<file path="src/touch_contact_lifecycle_assert.svh">
// Assertion macros for the touch contact lifecycle block.
// Each macro takes a label, clock, active-low reset, antecedent and consequent.
`ifndef TOUCH_CONTACT_LIFECYCLE_ASSERT_SVH
`define TOUCH_CONTACT_LIFECYCLE_ASSERT_SVH

`ifndef SYNTHESIS

`define TCL_ASSERT_NOW(lbl, clk, rst_n, ante, cons) \
    lbl: assert property (@(posedge clk) disable iff (!rst_n) (ante) |-> (cons)) \
        else $error("touch_contact_lifecycle: same-cycle check failed");

`define TCL_ASSERT_NEXT(lbl, clk, rst_n, ante, cons) \
    lbl: assert property (@(posedge clk) disable iff (!rst_n) (ante) |=> (cons)) \
        else $error("touch_contact_lifecycle: next-cycle check failed");

`else

`define TCL_ASSERT_NOW(lbl, clk, rst_n, ante, cons)
`define TCL_ASSERT_NEXT(lbl, clk, rst_n, ante, cons)

`endif

`endif

</file>
<file path="src/tcl_pkg.sv">
package tcl_pkg;

    localparam int ID_W         = 4;
    localparam int DATA_W       = 64;
    localparam int ID_COUNT     = 16;
    localparam int MAX_CONTACTS = 16;
    localparam int COUNT_W      = 5;

    localparam logic [COUNT_W-1:0] COUNT_MAX = COUNT_W'(31);
    localparam logic [COUNT_W-1:0] CAPACITY  = COUNT_W'(MAX_CONTACTS);
    localparam logic [ID_W-1:0]    ID_LAST   = ID_W'(ID_COUNT - 1);

    typedef enum logic [1:0] {
        ACT_CONTACT   = 2'd0,
        ACT_FRAME_END = 2'd1,
        ACT_FLUSH     = 2'd2,
        ACT_NONE      = 2'd3
    } t_action;

    typedef enum logic [1:0] {
        KIND_START = 2'd0,
        KIND_TOUCH = 2'd1,
        KIND_END   = 2'd2,
        KIND_DONE  = 2'd3
    } t_kind;

    typedef enum logic [2:0] {
        S_IDLE,
        S_SCAN,
        S_READ,
        S_EMIT,
        S_DONE
    } t_state;

    typedef struct packed {
        t_kind              kind;
        logic [ID_W-1:0]    id;
        logic [DATA_W-1:0]  data;
        logic               last;
        logic               any_ended;
    } t_result;

    typedef struct packed {
        logic               we;
        logic [ID_W-1:0]    waddr;
        logic [DATA_W-1:0]  wdata;
        logic               re;
        logic [ID_W-1:0]    raddr;
    } t_ram_req;

endpackage

</file>
<file path="src/tcl_ram.sv">
module tcl_ram #(
    parameter int WIDTH = 64,
    parameter int DEPTH = 16
) (
    input  logic                     i_clk,
    input  logic                     i_we,
    input  logic [$clog2(DEPTH)-1:0] i_waddr,
    input  logic [WIDTH-1:0]         i_wdata,
    input  logic                     i_re,
    input  logic [$clog2(DEPTH)-1:0] i_raddr,
    output logic [WIDTH-1:0]         o_rdata
);

    logic [WIDTH-1:0] r_mem [DEPTH];
    logic [WIDTH-1:0] r_rdata;

    always_ff @(posedge i_clk) begin
        if (i_we) begin
            r_mem[i_waddr] <= i_wdata;
        end
        if (i_re) begin
            r_rdata <= r_mem[i_raddr];
        end
    end

    assign o_rdata = r_rdata;

endmodule

</file>
<file path="src/tcl_ctrl.sv">
// Sequencer: presence sets, frame counter, id scan and payload store.
module tcl_ctrl (
    input  logic                        i_clk,
    input  logic                        i_rst_n,
    input  logic                        i_in_valid,
    output logic                        o_in_ready,
    input  logic [1:0]                  i_action,
    input  logic [tcl_pkg::ID_W-1:0]    i_contact_id,
    input  logic [tcl_pkg::DATA_W-1:0]  i_contact_data,
    output logic                        o_res_valid,
    input  logic                        i_res_ready,
    output tcl_pkg::t_result            o_res
);

    tcl_pkg::t_state                      r_state, n_state;
    logic [tcl_pkg::ID_COUNT-1:0]         r_prev, n_prev;
    logic [tcl_pkg::ID_COUNT-1:0]         r_cur, n_cur;
    logic [tcl_pkg::ID_COUNT-1:0]         r_mask, n_mask;
    logic [tcl_pkg::COUNT_W-1:0]          r_count, n_count;
    logic [tcl_pkg::COUNT_W-1:0]          r_total, n_total;
    logic [tcl_pkg::ID_W-1:0]             r_idx, n_idx;
    logic                                 r_flush, n_flush;
    logic                                 r_any, n_any;
    tcl_pkg::t_result                     r_res, n_res;

    tcl_pkg::t_ram_req                    ram_req;
    logic [tcl_pkg::DATA_W-1:0]           ram_rdata;
    logic                                 w_hit;
    logic                                 w_accept;
    tcl_pkg::t_action                     w_action;

    assign w_action = tcl_pkg::t_action'(i_action);
    assign w_accept = i_in_valid && (r_state == tcl_pkg::S_IDLE);
    // shared compare: id still to end, and capacity left unless flushing
    assign w_hit    = r_mask[r_idx] && (r_flush || (r_total < tcl_pkg::CAPACITY));

    tcl_ram #(
        .WIDTH (tcl_pkg::DATA_W),
        .DEPTH (tcl_pkg::ID_COUNT)
    ) u_store (
        .i_clk   (i_clk),
        .i_we    (ram_req.we),
        .i_waddr (ram_req.waddr),
        .i_wdata (ram_req.wdata),
        .i_re    (ram_req.re),
        .i_raddr (ram_req.raddr),
        .o_rdata (ram_rdata)
    );

    // next state
    always_comb begin
        n_state = r_state;
        case (r_state)
            tcl_pkg::S_IDLE: begin
                if (i_in_valid) begin
                    case (w_action)
                        tcl_pkg::ACT_CONTACT:   n_state = tcl_pkg::S_EMIT;
                        tcl_pkg::ACT_FRAME_END: n_state = tcl_pkg::S_SCAN;
                        tcl_pkg::ACT_FLUSH:     n_state = tcl_pkg::S_SCAN;
                        default:                n_state = tcl_pkg::S_IDLE;
                    endcase
                end
            end
            tcl_pkg::S_SCAN: begin
                if (w_hit) begin
                    n_state = tcl_pkg::S_READ;
                end else if (r_idx == tcl_pkg::ID_LAST) begin
                    n_state = tcl_pkg::S_DONE;
                end
            end
            tcl_pkg::S_READ: begin
                n_state = tcl_pkg::S_EMIT;
            end
            tcl_pkg::S_EMIT: begin
                if (i_res_ready) begin
                    if (r_res.last) begin
                        n_state = tcl_pkg::S_IDLE;
                    end else if (r_idx == tcl_pkg::ID_LAST) begin
                        n_state = tcl_pkg::S_DONE;
                    end else begin
                        n_state = tcl_pkg::S_SCAN;
                    end
                end
            end
            tcl_pkg::S_DONE: begin
                n_state = tcl_pkg::S_EMIT;
            end
            default: n_state = tcl_pkg::S_IDLE;
        endcase
    end

    // outputs
    always_comb begin
        o_in_ready    = (r_state == tcl_pkg::S_IDLE);
        o_res_valid   = (r_state == tcl_pkg::S_EMIT);
        ram_req.we    = w_accept && (w_action == tcl_pkg::ACT_CONTACT);
        ram_req.waddr = i_contact_id;
        ram_req.wdata = i_contact_data;
        ram_req.re    = (r_state == tcl_pkg::S_SCAN) && w_hit;
        ram_req.raddr = r_idx;
    end

    assign o_res = r_res;

    // datapath
    always_comb begin
        n_prev  = r_prev;
        n_cur   = r_cur;
        n_mask  = r_mask;
        n_count = r_count;
        n_total = r_total;
        n_idx   = r_idx;
        n_flush = r_flush;
        n_any   = r_any;
        n_res   = r_res;
        case (r_state)
            tcl_pkg::S_IDLE: begin
                if (i_in_valid) begin
                    case (w_action)
                        tcl_pkg::ACT_CONTACT: begin
                            n_cur = r_cur | (tcl_pkg::ID_COUNT'(1) << i_contact_id);
                            if (r_count < tcl_pkg::COUNT_MAX) begin
                                n_count = r_count + 1'b1;
                            end
                            n_res.kind = r_prev[i_contact_id] ? tcl_pkg::KIND_TOUCH
                                                              : tcl_pkg::KIND_START;
                            n_res.id        = i_contact_id;
                            n_res.data      = i_contact_data;
                            n_res.last      = 1'b1;
                            n_res.any_ended = 1'b0;
                        end
                        tcl_pkg::ACT_FRAME_END: begin
                            n_mask  = r_prev & ~r_cur;
                            n_total = r_count;
                            n_flush = 1'b0;
                            n_any   = 1'b0;
                            n_idx   = '0;
                            n_prev  = r_cur;
                            n_cur   = '0;
                            n_count = '0;
                        end
                        tcl_pkg::ACT_FLUSH: begin
                            n_mask  = r_prev;
                            n_total = '0;
                            n_flush = 1'b1;
                            n_any   = 1'b0;
                            n_idx   = '0;
                            n_prev  = '0;
                            n_cur   = '0;
                            n_count = '0;
                        end
                        default: ;
                    endcase
                end
            end
            tcl_pkg::S_SCAN: begin
                if (!w_hit) begin
                    n_idx = r_idx + 1'b1;
                end
            end
            tcl_pkg::S_READ: begin
                n_res.kind      = tcl_pkg::KIND_END;
                n_res.id        = r_idx;
                n_res.data      = ram_rdata;
                n_res.last      = 1'b0;
                n_res.any_ended = 1'b0;
                n_any           = 1'b1;
            end
            tcl_pkg::S_EMIT: begin
                if (i_res_ready && !r_res.last) begin
                    n_total = r_total + 1'b1;
                    n_idx   = r_idx + 1'b1;
                end
            end
            tcl_pkg::S_DONE: begin
                n_res.kind      = tcl_pkg::KIND_DONE;
                n_res.id        = '0;
                n_res.data      = '0;
                n_res.last      = 1'b1;
                n_res.any_ended = r_flush && r_any;
            end
            default: ;
        endcase
    end

    always_ff @(posedge i_clk) begin
        if (!i_rst_n) begin
            r_state <= tcl_pkg::S_IDLE;
            r_prev  <= '0;
            r_cur   <= '0;
            r_count <= '0;
            r_total <= '0;
            r_idx   <= '0;
            r_flush <= 1'b0;
            r_any   <= 1'b0;
        end else begin
            r_state <= n_state;
            r_prev  <= n_prev;
            r_cur   <= n_cur;
            r_count <= n_count;
            r_total <= n_total;
            r_idx   <= n_idx;
            r_flush <= n_flush;
            r_any   <= n_any;
        end
    end

    always_ff @(posedge i_clk) begin
        r_mask <= n_mask;
        r_res  <= n_res;
    end

endmodule

</file>
<file path="src/touch_contact_lifecycle.sv">
// Touch contact lifecycle tracker.
// Input channel (i_in_valid / o_in_ready): one transfer carries action, id and
// payload. Contact items come back as start or touching; a frame-end item
// scans ids 0..15 and ends the ones that vanished (capped by frame capacity),
// a flush ends every carried-over id. Each frame-end or flush run closes with a done marker.
// Output channel (o_out_valid / i_out_ready): one result per transfer, with
// o_last_of_run high on the last result caused by an item.
// A contact result is first registered in the sequencer, then moved into the
// output register; the next item can go in once that result has been handed
// to the output register.
// A frame end or flush scans the ids in order, one id per cycle through the
// shared bit-test/capacity compare, paused while an end event is read from
// the payload store and emitted; after the last id the done marker is
// emitted. The payload store has a single read port.
// Input is not ready while an item is in progress; action 3 is taken and
// dropped with no result.
// Stall: the output register holds its result until taken; the sequencer
// parks on the next result, nothing is lost or repeated.
// Reset (synchronous, active low) clears both presence sets, the frame
// counter and the sequencer; the payload store is not cleared.
`include "touch_contact_lifecycle_assert.svh"

module touch_contact_lifecycle (
    input  logic                        i_clk,
    input  logic                        i_rst_n,
    input  logic                        i_in_valid,
    output logic                        o_in_ready,
    input  logic [1:0]                  i_action,
    input  logic [tcl_pkg::ID_W-1:0]    i_contact_id,
    input  logic [tcl_pkg::DATA_W-1:0]  i_contact_data,
    output logic                        o_out_valid,
    input  logic                        i_out_ready,
    output logic [1:0]                  o_kind,
    output logic [tcl_pkg::ID_W-1:0]    o_out_id,
    output logic [tcl_pkg::DATA_W-1:0]  o_out_data,
    output logic                        o_last_of_run,
    output logic                        o_any_ended
);

    logic             res_valid;
    logic             res_ready;
    tcl_pkg::t_result res;

    logic             r_out_valid, n_out_valid;
    tcl_pkg::t_result r_out;

    tcl_ctrl u_ctrl (
        .i_clk          (i_clk),
        .i_rst_n        (i_rst_n),
        .i_in_valid     (i_in_valid),
        .o_in_ready     (o_in_ready),
        .i_action       (i_action),
        .i_contact_id   (i_contact_id),
        .i_contact_data (i_contact_data),
        .o_res_valid    (res_valid),
        .i_res_ready    (res_ready),
        .o_res          (res)
    );

    // output register: load when empty or being drained this cycle
    assign res_ready = !r_out_valid || i_out_ready;

    always_comb begin
        n_out_valid = r_out_valid;
        if (res_ready) begin
            n_out_valid = res_valid;
        end
    end

    always_ff @(posedge i_clk) begin
        if (!i_rst_n) begin
            r_out_valid <= 1'b0;
        end else begin
            r_out_valid <= n_out_valid;
        end
    end

    always_ff @(posedge i_clk) begin
        if (res_ready && res_valid) begin
            r_out <= res;
        end
    end

    assign o_out_valid   = r_out_valid;
    assign o_kind        = r_out.kind;
    assign o_out_id      = r_out.id;
    assign o_out_data    = r_out.data;
    assign o_last_of_run = r_out.last;
    assign o_any_ended   = r_out.any_ended;

    // sequencer never takes an item while a result is pending
    `TCL_ASSERT_NOW(a_ready_excl, i_clk, i_rst_n, o_in_ready, !res_valid)
    // a real item always makes the block busy on the next cycle
    `TCL_ASSERT_NEXT(a_busy_after, i_clk, i_rst_n, i_in_valid && o_in_ready && (i_action != tcl_pkg::ACT_NONE), !o_in_ready)
    // done markers close a run, end events never do
    `TCL_ASSERT_NOW(a_done_last, i_clk, i_rst_n, o_out_valid && (o_kind == tcl_pkg::KIND_DONE), o_last_of_run)
    `TCL_ASSERT_NOW(a_end_open, i_clk, i_rst_n, o_out_valid && (o_kind == tcl_pkg::KIND_END), !o_last_of_run)
    // any_ended only rides on a done marker
    `TCL_ASSERT_NOW(a_any_done, i_clk, i_rst_n, r_out_valid && r_out.any_ended, r_out.kind == tcl_pkg::KIND_DONE)

endmodule

</file>
<file path="config.mk">
export PLATFORM = sky130hd
export DESIGN_NAME = touch_contact_lifecycle
export DESIGN_NICKNAME = d
export VERILOG_FILES = /design/src/tcl_pkg.sv /design/src/tcl_ram.sv /design/src/tcl_ctrl.sv /design/src/touch_contact_lifecycle.sv
export VERILOG_INCLUDE_DIRS = /design/src /design/src/src
export SDC_FILE = /design/constraint.sdc
export NUM_CORES = 1
export LEC_CHECK = 0
export BUFFER_PORTS_ARGS = -buffer_cell sky130_fd_sc_hd__clkbuf_2
export CAP_MARGIN = 10
export CORE_MARGIN = 3
export CORE_UTILIZATION = 40
export DETAILED_ROUTE_END_ITERATION = 16
export PLACE_DENSITY = 0.63
export SYNTH_ARGS = -nofsm -noshare
export SYNTH_HDL_FRONTEND = slang
export SYNTH_SLANG_ARGS = --single-unit
</file>
<file path="constraint.sdc">
create_clock -name i_clk -period 13.5 [get_ports i_clk]
set_clock_uncertainty 0.05 [all_clocks]
set_input_delay 1.35 -clock i_clk [delete_from_list [all_inputs] [get_ports i_clk]]
set_output_delay 1.35 -clock i_clk [all_outputs]
set_load 0.02 [all_outputs]
</file>
## After elaboration in Yosys (flattened, before gate mapping)

Memory sizes are Yosys's and may differ from the RTL's. A register that Yosys moved wholly into a read port is not among the register bits.
Index checks and enable logic that the tools add are counted.

- Add/subtract/negate cells: 3
- Magnitude comparators: 4
- Eq/ne operators: 16
- Shift-type cells: 1
- Mux-type cells: 36
- Bitwise operators: 3
- Reduce and logical (&&, ||, !) cells: 29

Operators by type and width:

| cell | number |
|---|---|
| 72-bit case mux with 3 select lines | 1 |
| 72-bit 2-to-1 mux | 2 |
| 16-bit case mux with 2 select lines | 3 |
| 5-bit case mux with 2 select lines | 3 |
| 3-bit 2-to-1 mux | 6 |
| 16-bit AND | 1 |
| 4-bit 2-to-1 mux | 4 |
| 16-bit NOT | 1 |
| 16-bit OR | 1 |
| 1-bit by 4-bit left shift with 16-bit output (first input constant) | 1 |
| 5-bit 2-to-1 mux | 3 |
| 3-bit AND reduction | 5 |
| 3-bit case mux with 4 select lines | 1 |
| 4-bit case mux with 3 select lines | 1 |
| 5-bit by 1-bit adder with 5-bit output (second input constant) | 2 |
| 4-bit by 5-bit < comparator with 1-bit output (second input constant) | 2 |
| 5-bit < comparator (second input constant) | 2 |
| 1-bit binary-select mux with 4-bit select | 2 |
| 2-bit inequality test (second input constant) | 4 |
| 4-bit AND reduction | 2 |
| 2-bit nonzero test | 4 |
| 1-bit logical AND | 7 |
| 1-bit 2-to-1 mux | 7 |
| 3-bit by 2-bit equality test with 1-bit output (second input constant) | 2 |
| other kinds (17) | 25 |

- Register bits: 212
- RAM bits: 1,024
- Bits of input ports: 74
- Output and inout bits: 74
- Word-level logic and storage cells: 113
- Memories: 1

Memories:

| name | depth | width | rd ports | clocked after memory_dff | write ports | RTL line | source |
|---|---|---|---|---|---|---|---|
| u_ctrl.u_store.r_mem | 16 | 64 | 1 | 1 | 1 | tcl_ram.sv:14 | `logic [WIDTH-1:0] r_mem [DEPTH];` |

## Longest topological paths before layout

Gate-level depths: netlist of the first run.

- Depth after elaboration: 6
- Mapped depth: 9

## Cells and area by module

Synthesis of the first run repeated with hierarchy kept, for this count alone.

- Cell total of the unflattened synthesis: 2,231
- Area total of the unflattened synthesis: 48,546.6 µm²

By module, submodules not included:

| module | instances | cells each | area each (µm²) |
|---|---|---|---|
| tcl_ram | 1 | 1,647 | 40,222.3 |
| tcl_ctrl | 1 | 507 | 6,104.6 |
| touch_contact_lifecycle | 1 | 77 | 2,219.6 |

## Least setup slack after synthesis of the first run

OpenSTA, ideal clock, no wires.

- Path type: input port to flip-flop
- Start point: in i_contact_id[0] (netlist bit)
- End point: mem u_ctrl.u_store.r_mem[13][0] (enable)
- Setup time: 0.486 ns
- Arrival: 4.704 ns
- Data required time: 12.964 ns
- Setup slack: 8.260 ns
- Stages on the path: 4
- Path buffers: 1
- Cells stage by stage: clkbuf_1 -> nor2b_1 -> nand2_1 -> nor2_1

RTL lines:

| element | RTL line | source |
|---|---|---|
| start: declaration | touch_contact_lifecycle.sv:29 | `input logic [tcl_pkg::ID_W-1:0] i_contact_id,` |
| end: declaration | tcl_ram.sv:14 |  |

No word-level cell before the write port.

## Worst setup path in the final report of the first run

- Start point: reg u_ctrl.r_state[2]
- End point: mem u_ctrl.u_store.r_mem[3][29] (enable)

- Longest elaborated chain between the ends: 5

RTL lines:

| element | RTL line | source |
|---|---|---|
| start: declaration | tcl_ctrl.sv:15 | `tcl_pkg::t_state r_state, n_state;` |
| start signal: assignment | tcl_ctrl.sv:188 | `r_state <= tcl_pkg::S_IDLE;` |
| start signal: assignment | tcl_ctrl.sv:197 | `r_state <= n_state;` |
| 3-bit logical NOT | tcl_ctrl.sv:33 | `assign w_accept = i_in_valid && (r_state == tcl_pkg::S_IDLE);` |
| 1-bit logical AND | tcl_ctrl.sv:33 |  |
| 1-bit logical AND | tcl_ctrl.sv:96 | `ram_req.we = w_accept && (w_action == tcl_pkg::ACT_CONTACT);` |
| 1-bit 2-to-1 mux | tcl_ram.sv:18 | `if (i_we) begin` |
| 1-bit 2-to-1 mux (not written as such) | tcl_ram.sv:19 | `r_mem[i_waddr] <= i_wdata;` |

No other way between the ends.

==> results_dict.tcl, run 1 <==
set metrics [dict create \
    cts.sinks 1300 \
    synth_edf_count 1248 \
    ys_warn_count 0 \
    whs_ps 355 \
    cts_root_buffer "clkbuf_16" \
    die-width_um 355 \
    grt_pass1_wl_mm 157 \
    vias_per_cell 5.51 \
    postSynthAreaPerCell_um2 23.3 \
    wl_mm 106 \
    regToRegSetupSlack_ps 9430 \
    fin_setup_tns_ps 0 \
    synth_cells 2092 \
    fp-row-count 127 \
    path_class "reg -> reg" \
    synth_area_mm2 0.0486 \
    place_hpwl_mm 56.1 \
    start_kind "flop" \
    seq_area_frac_synth 0.792 \
    cp.required_ps 13800 \
    n_fill_cell 9785 \
    cts_max_level 4 \
    route.detailed.drc 0 \
    crit_slowest_cell "nor2_4" \
    critPathMaxStageDelay_ps 1010 \
    gp_congestion 0.766 \
    grt_pass1_vias 23114 \
    p_leak_nw 17.3 \
    post_cts_buffers 0 \
    relSlewSlack 0.211 \
    hp-class "reg -> reg" \
    tightest_slew_ps 1180 \
    min_period_ps 4070 \
    vdd_ir_drop_max_mv 0.110 \
    clk_latency_ps 740 \
    synth-seq-cells 1300 \
    endpoint_kind "flop" \
    coreArea_mm2 0.120 \
    firstDrtPassIters 5 \
    syn_nets 2172 \
    grt_max_degree 163 \
    wl_per_cell_um 26.3 \
    dr.first_iter.drc_count 2235 \
    rsz0062_at_grt "no" \
    port-buffer-count 147 \
    overflow 0 \
    gr-usage-all-layers 0.169 \
    fmax_mhz 246 \
    synth_cell_type_count 50 \
    via_count 22126 \
    finalPower_mw 9.04 \
    final_cell_mix "1248 x edfxtp_1, 325 x mux4_2, 147 x clkbuf_2" \
    drive_gt1_frac 0.305 \
    clock_path_buffers 3 \
    initial_core_util 0.404 \
    arrival_ps 4370 \
    final_hold_viol_count 0 \
    die_area_mm2 0.126 \
    timing.final.crit_share 0.301 \
    status "completed" \
    die_height_um 355 \
    mostFrequentLayoutCell "edfxtp_1" \
    maxCapViolations 0 \
    cts_hold_buf 0 \
    pwr_density_cell_mw_per_mm2 162 \
    cts_resized 0 \
    cts_buffers 135 \
    ant_nets 0 \
    area_delta_synth_final_pct 14.4 \
    finalSetupViolations 0 \
    path_max_fanout 38 \
    async_flop_share 0 \
    nNetsFinal 2381 \
    cts_tree "built" \
    io_pins 148 \
    path_cells "nor3_1, and3_1, nand3_1, nor2_4, buf_4" \
    antenna_found_initial 9 \
    clk_pin_slew_worst_paths_ps 60 \
    maxSlewViolCount 0 \
    diodes 0 \
    synthFlopType "edfxtp_1" \
]
[logic make-up after synthesis]
logic type      Yosys count  synth area share
flops                  1300             0.792
mux                     339             0.153
simple gates            163            0.0175
compound gates          158            0.0251
buf+inv                 123            0.0101
fa+ha+maj                 6           0.00154
xor+xnor                  3          0.000540
[critical path, delay by kind of cell (launching register included)]
| kind | cells | cell delay, ps |
|---|---|---|
| buffers and inverters | 1 | 760 |
| DFF | 1 | 520 |
| and+or+nand+nor | 4 | 2290 |
[registers in the layout, summed over array words and instances, names as in the netlist, 2 cells and up]
signal                  flops
o_kind                      2
u_ctrl.u_store.o_rdata     64
u_ctrl.r_idx                4
o_out_data                 64
u_ctrl.r_mask              16
u_ctrl.r_prev              16
u_ctrl.r_total              5
u_ctrl.u_store.r_mem     1024
u_ctrl.r_state              3
u_ctrl.r_count              5
o_out_id                    4
u_ctrl.o_res               72
u_ctrl.r_cur               16
[where the power goes]
group	total, mW	leakage [nW]	switching (mW)	internal [mW]
Combinational	0.820	3.52	0.483	0.336
Clock	3.55	2.08	1.52	2.03
Sequential	4.67	11.7	0.0610	4.61
[routing by layer]
| layer | vias up | part of all wire | track usage |
|---|---|---|---|
| li1 | 9327 | - | - |
| met1 | 11883 | 0.42 | 0.237 |
| met2 | 754 | 0.49 | 0.273 |
| met3 | 152 | 0.068 | 0.0349 |
| met4 | 10 | 0.018 | 0.0443 |
| met5 | - | 0.00056 | 0 |
[per-stage QoR]
stage / setup WS (ps) / instances / area, um^2 / util
2_1_floorplan: 8260 / 2092 / 48600 / -
3_3_place_gp: 8800 / 3776 / 51400 / 0.427
3_5_place_dp: 8730 / 3776 / 51400 / 0.427
4_1_cts: 9280 / 4016 / 55700 / 0.463
5_1_grt: 9080 / 4016 / 55700 / 0.463
6_report: 9430 / 4016 / 55700 / 0.463
[path summary, 6_finish.rpt]
path                     start                     endpoint  depth (start not counted)
min reg2reg    u_ctrl.o_res[9]                o_out_data[7]                          0
min            u_ctrl.o_res[9]                o_out_data[7]                          0
max          u_ctrl.r_state[2]  u_ctrl.u_store.r_mem[3][29]                          5
max reg2reg  u_ctrl.r_state[2]  u_ctrl.u_store.r_mem[3][29]                          5
[layout make-up]
| class | instances | area, um^2 | area share |
|---|---|---|---|
| clock buffers | 166 | 3580 | 0.0643 |
| clock inverters | 74 | 678 | 0.0122 |
| inverters | 11 | 41.3 | 0.000742 |
| multi-input cells | 669 | 9790 | 0.176 |
| flip-flops and latches | 1300 | 38500 | 0.692 |
| well taps | 1612 | 2020 | 0.0362 |
| repair buffers | 184 | 1040 | 0.0187 |
[synth_stat cells (2+ instances only)]
master	instances	area [um^2]
o21a_1	17	128
buf_2	24	120
nand2b_1	3	18.8
nor2b_1	29	181
and3b_1	2	17.5
a32oi_1	2	17.5
edfxtp_1	1248	37500
nand3_1	13	65.1
a2111oi_0	2	17.5
dfxtp_1	52	1040
or4_1	2	15.0
and4b_1	2	20.0
inv_1	11	41.3
o211a_1	2	20.0
a211oi_1	4	30.0
nor3_1	6	30.0
nor2_1	44	165
nand3b_1	3	22.5
a21boi_0	18	135
and3_1	23	144
clkbuf_1	72	270
a22o_1	66	578
xnor2_1	2	17.5
or2_2	2	12.5
o211ai_1	3	22.5
a22oi_1	2	15.0
mux2i_1	8	80.1
o31ai_1	2	15.0
nand2_1	26	97.6
nor3b_1	2	15.0
o21ai_0	10	50.1
ha_1	6	75.1
mux2_2	5	56.3
mux4_2	325	7320
a21oi_1	24	120
buf_1	16	60.1
No activity file was read; power rests on OpenSTA's default activity.
==> run 2: changes to the inputs <==
--- a/config.mk
+++ b/config.mk
@@ -11,7 +11,7 @@
 export CORE_MARGIN = 3
 export CORE_UTILIZATION = 40
 export DETAILED_ROUTE_END_ITERATION = 16
-export PLACE_DENSITY = 0.63
+export PLACE_DENSITY = 0.65
 export SYNTH_ARGS = -nofsm -noshare
 export SYNTH_HDL_FRONTEND = slang
 export SYNTH_SLANG_ARGS = --single-unit
==> constraint.sdc (replaced) <==
create_clock -name i_clk -period 3.7 [get_ports i_clk]
set_clock_uncertainty 0.05 [all_clocks]
set_input_delay 0.37 -clock i_clk [delete_from_list [all_inputs] [get_ports i_clk]]
set_output_delay 0.37 -clock i_clk [all_outputs]
set_load 0.02 [all_outputs]
==> run 2 against run 1 <==
  * Critical path depth stayed put
  * Power grew to 3.6 times the previous value
  * Sequential share of layout area is 0.97 points lower
  * Sequential cell count stayed put
  * Sequential power grew to 3.7 times the previous value
  * Final cell count is 1.5% higher
  * Critical path type unchanged
  * Critical endpoint is now u_ctrl.u_store.r_mem[7][35]
==> results_dict.tcl, run 2 (synthesis results as in run 1) <==
set metrics [dict create \
    status "completed" \
    dr.first_iter.drc_count 2278 \
    overflow 0 \
    die_area_mm2 0.126 \
    route.detailed.drc 0 \
    crit_slowest_cell "nor2_4" \
    mostFrequentLayoutCell "edfxtp_1" \
    die_height_um 355 \
    cts_resized 0 \
    coreArea_mm2 0.120 \
    critPathMaxStageDelay_ps 680 \
    multi_input_area_mm2 0.00979 \
    start_kind "flop" \
    grt_max_degree 176 \
    clk_latency_ps 720 \
    grt_pass1_vias 23873 \
    port-buffer-count 147 \
    die-width_um 355 \
    post_cts_buffers 0 \
    drive_gt1_frac 0.305 \
    nNetsFinal 2432 \
    wl_mm 111 \
    io_pins 148 \
    endpoint_kind "flop" \
    vdd_ir_drop_max_mv 0.395 \
    crit_start "u_ctrl.r_state[2]" \
    regArea_mm2 0.0385 \
    cts_tree "built" \
    cpLargestDelayFamily "simple AND/OR/NAND/NOR gates" \
    path_buf_inv 1 \
    regMostFlops "u_ctrl.u_store.r_mem" \
    stdcell_area_mm2 0.0565 \
    pwr_density_cell_mw_per_mm2 584 \
    final_hold_viol_count 0 \
    r2r-start "u_ctrl.r_state[2]" \
    fp-row-count 127 \
    maxSlewViolCount 0 \
    grt_pass1_wl_mm 163 \
    hold_start "i_contact_data[16]" \
    maxCapViolations 0 \
    path_max_fanout 16 \
    place_hpwl_mm 58.1 \
    whs_ps 31.7 \
    largest_reg_flops 1024 \
    ant_nets 0 \
    min_period_ps 3120 \
    rsz0062_at_grt "no" \
    vias_per_cell 5.60 \
    wl_per_cell_um 27.1 \
    cts.sinks 1300 \
    timing.final.crit_share 0.844 \
    hp-class "in -> reg" \
    firstDrtPassIters 5 \
    clk_pin_slew_worst_paths_ps 60 \
    cts_hold_buf 28 \
    final_cell_mix "1248 x edfxtp_1, 325 x mux4_2, 147 x clkbuf_2" \
    fmax_mhz 320 \
    initial_core_util 0.404 \
    gp_congestion 0.800 \
    finalSetupViolations 0 \
    cts_buffers 134 \
    clock_path_buffers 3 \
    path_class "reg -> reg" \
    n_fill_cell 9775 \
    path_cells "nor3_1, and3_1, nand3_1, nor2_4, buf_4" \
    wl_met1_mm 45.7 \
    finalPower_mw 33.0 \
    relSlewSlack 0.240 \
    tightest_slew_ps 1140 \
    wl_met3_mm 8.08 \
    cp.required_ps 4050 \
    p_leak_nw 17.6 \
    antenna_found_initial 9 \
    arrival_ps 3470 \
    wl_met2_mm 54.4 \
    cts_max_level 4 \
    area_delta_synth_final_pct 16.1 \
    dr.max_layer_used "met5" \
    via_count 22810 \
    gr-usage-all-layers 0.177 \
    dpl-instance-area_mm2 0.0520 \
    cts_root_buffer "clkbuf_16" \
]
run 2: changes by cell type in the layout (fill, tap and decap cells not counted), moves of 2 or more:
cell	before	now
buf_12	2	33
dlygate4sd3_1	0	28
clkbuf_1	25	35
buf_4	35	28
diode_2	0	7
clkbuf_8	4	1
clkinv_2	22	19
clkinv_8	8	5
inv_16	3	1
run 2: where the power goes:
| group | internal (mW) | total, mW | switching, mW |
|---|---|---|---|
| combinational | 1.31 | 3.07 | 1.76 |
| clock | 7.38 | 12.8 | 5.46 |
| sequential | 16.8 | 17.1 | 0.245 |
| total | 25.5 | 33.0 | 7.47 |
run 2: through the flow:
step,cells,TNS [ps],setup slack [ps],utilization
2_1_floorplan,2092,-814320,-1060,-
3_3_place_gp,3800,0,757,0.432
3_5_place_dp,3800,0,648,0.432
4_1_cts,4069,0,618,0.469
5_1_grt,4070,0,449,0.469
6_report,4076,0,576,0.469
run 2: area by class of cell:
cell class / count / area share
Timing Repair Buffer: 236 / 0.0334
Multi-Input combinational cell: 669 / 0.173
Clock inverter: 67 / 0.0104
Antenna cell: 7 / 0.000310
Clock buffer: 174 / 0.0637
Tap cell: 1612 / 0.0357
Sequential cell: 1300 / 0.682
Inverter: 11 / 0.000731
run 2: layer usage:
metal | track usage | vias up
li1 | - | 9429
met1 | 0.241 | 12318
met2 | 0.286 | 884
met3 | 0.0415 | 173
met4 | 0.0506 | 6
met5 | 0 | -
run 2: path summary, 6_finish.rpt:
check | to | slack (ps) | cells after the start
worst min-delay path | u_ctrl.u_store.r_mem[14][16] | 30 | 1
worst min register to register | o_out_data[7] | 370 | 0
worst max register to register | u_ctrl.u_store.r_mem[7][35] | 580 | 5
worst max-delay path | u_ctrl.u_store.r_mem[7][35] | 580 | 5
==> run 3: changes to the inputs <==
--- a/config.mk
+++ b/config.mk
@@ -11,7 +11,7 @@
 export CORE_MARGIN = 3
 export CORE_UTILIZATION = 40
 export DETAILED_ROUTE_END_ITERATION = 16
-export PLACE_DENSITY = 0.65
+export PLACE_DENSITY = 0.63
 export SYNTH_ARGS = -nofsm -noshare
 export SYNTH_HDL_FRONTEND = slang
 export SYNTH_SLANG_ARGS = --single-unit
==> constraint.sdc (replaced) <==
create_clock -name i_clk -period 3 [get_ports i_clk]
set_clock_uncertainty 0.05 [all_clocks]
set_input_delay 0.3 -clock i_clk [delete_from_list [all_inputs] [get_ports i_clk]]
set_output_delay 0.3 -clock i_clk [all_outputs]
set_load 0.02 [all_outputs]
==> run 3 against run 2 <==
  * Non-clock buffer count rose by 63
  * Worst hold slack improved by 22 ps
  * Register-to-register slack got worse by 280 ps
  * Largest cell class unchanged
  * Critical endpoint is now u_ctrl.u_store.r_mem[15][54]
  * Setup slack got worse by 280 ps
  * Clock power rose by 27%
  * Sequential share of layout area fell by 1.1 points
  * Largest power group unchanged
==> results_dict.tcl, run 3 (synthesis results as in run 1) <==
set metrics [dict create \
    start_kind "flop" \
    pwr_density_cell_mw_per_mm2 718 \
    firstDrtPassIters 5 \
    drive_gt1_frac 0.318 \
    rsz0062_at_grt "no" \
    crit_start "u_ctrl.r_state[2]" \
    wl_per_cell_um 26.3 \
    wl_mm 109 \
    tightest_slew_ps 967 \
    status "completed" \
    n_fill_cell 9713 \
    worst_slack_ps 292 \
    dpl-instance-area_mm2 0.0524 \
    gp_congestion 0.758 \
    gr-usage-all-layers 0.175 \
    nNetsFinal 2493 \
    stdcell_area_mm2 0.0574 \
    clk_latency_ps 720 \
    regMostFlops "u_ctrl.u_store.r_mem" \
    hold_start "i_contact_data[30]" \
    vdd_ir_drop_max_mv 0.471 \
    die_height_um 355 \
    cts_tree "built" \
    path_max_fanout 10 \
    mostFrequentLayoutCell "edfxtp_1" \
    cts_hold_buf 63 \
    initial_core_util 0.404 \
    cts_max_level 4 \
    post_cts_buffers 0 \
    finalSetupViolations 0 \
    die-width_um 355 \
    relSlewSlack 0.355 \
    final_cell_mix "1248 x edfxtp_1, 325 x mux4_2, 147 x clkbuf_2" \
    grt_max_degree 76 \
    grt_pass1_vias 23893 \
    overflow 0 \
    arrival_ps 3070 \
    final_hold_viol_count 0 \
    whs_ps 53.9 \
    die_area_mm2 0.126 \
    coreArea_mm2 0.120 \
    timing.final.crit_share 0.903 \
    vias_per_cell 5.53 \
    fp-row-count 127 \
    min_period_ps 2710 \
    io_pins 148 \
    cts_root_buffer "clkbuf_16" \
    cts_resized 0 \
    ant_nets 0 \
    hp-class "in -> reg" \
    r2r_cells 5 \
    grt_pass1_wl_mm 162 \
    cts_buffers 132 \
    fmax_mhz 369 \
    path_class "reg -> reg" \
    place_hpwl_mm 60.7 \
    dr.first_iter.drc_count 2189 \
    area_delta_synth_final_pct 17.9 \
    hold_depth 1 \
    clk_pin_slew_worst_paths_ps 60 \
    port-buffer-count 147 \
    cts.sinks 1300 \
    via_count 22878 \
    cp.required_ps 3360 \
    endpoint_kind "flop" \
    clock_path_buffers 3 \
    dp_slack_ps 331 \
    largest_reg_flops 1024 \
    route.detailed.drc 0 \
    r2r-start "u_ctrl.r_state[2]" \
    p_leak_nw 18.0 \
    maxCapViolations 0 \
    antenna_found_initial 8 \
    maxSlewViolCount 0 \
]
==> run 3: final timing paths <==
check	end	slack, ps
setup / recovery	u_ctrl.u_store.r_mem[15][54]	290
hold / removal	u_ctrl.u_store.r_mem[14][30]	50
setup reg to reg	u_ctrl.u_store.r_mem[15][54]	290
hold reg to reg	o_out_id[2]	370
==> run 3: report_power, final <==
| group | switching [mW] | internal [mW] | leakage (nW) |
|---|---|---|---|
| registers | 0.239 | 20.7 | 11.7 |
| clock network | 6.80 | 9.40 | 2.10 |
| logic | 2.26 | 1.74 | 4.20 |
==> run 3: final cells by class <==
class / count / area (um^2) / share of cell area
inverter: 11 / 41.3 / 0.000720
timing repair buffer: 299 / 2690 / 0.0468
tap: 1612 / 2020 / 0.0352
multi-input combinational: 669 / 9790 / 0.171
clock buffer: 157 / 3480 / 0.0607
antenna: 4 / 10.0 / 0.000174
sequential: 1300 / 38500 / 0.672
clock inverter: 84 / 817 / 0.0142
==> run 3: metal layers <==
layer	wire, um	share of wire	global-route usage	vias up
li1	-	-	-	9559
met1	46700	0.43	0.250	12371
met4	1780	0.016	0.0415	8
met2	53600	0.49	0.281	794
met5	55	0.00050	0	-
met3	6840	0.063	0.0325	146
==> run 3: stage by stage <==
| stage | cells | TNS, ps | utilization | power [mW] |
|---|---|---|---|---|
| 2_1_floorplan | 2092 | -40980 | - | 23.8 |
| 3_3_place_gp | 3828 | 0 | 0.436 | 25.3 |
| 3_5_place_dp | 3828 | 0 | 0.436 | 25.4 |
| 4_1_cts | 4132 | 0 | 0.477 | 41.7 |
| 5_1_grt | 4133 | 0 | 0.477 | 42.7 |
| 6_report | 4136 | 0 | 0.477 | 41.2 |
==> run 3: worst max-delay path, cell delays in order, from the launching register on <==
cell and delay [ps]:
dfxtp_1 350, nor3_2 440, and3_1 340, nand3_1 390, nor2_4 540, buf_4 300
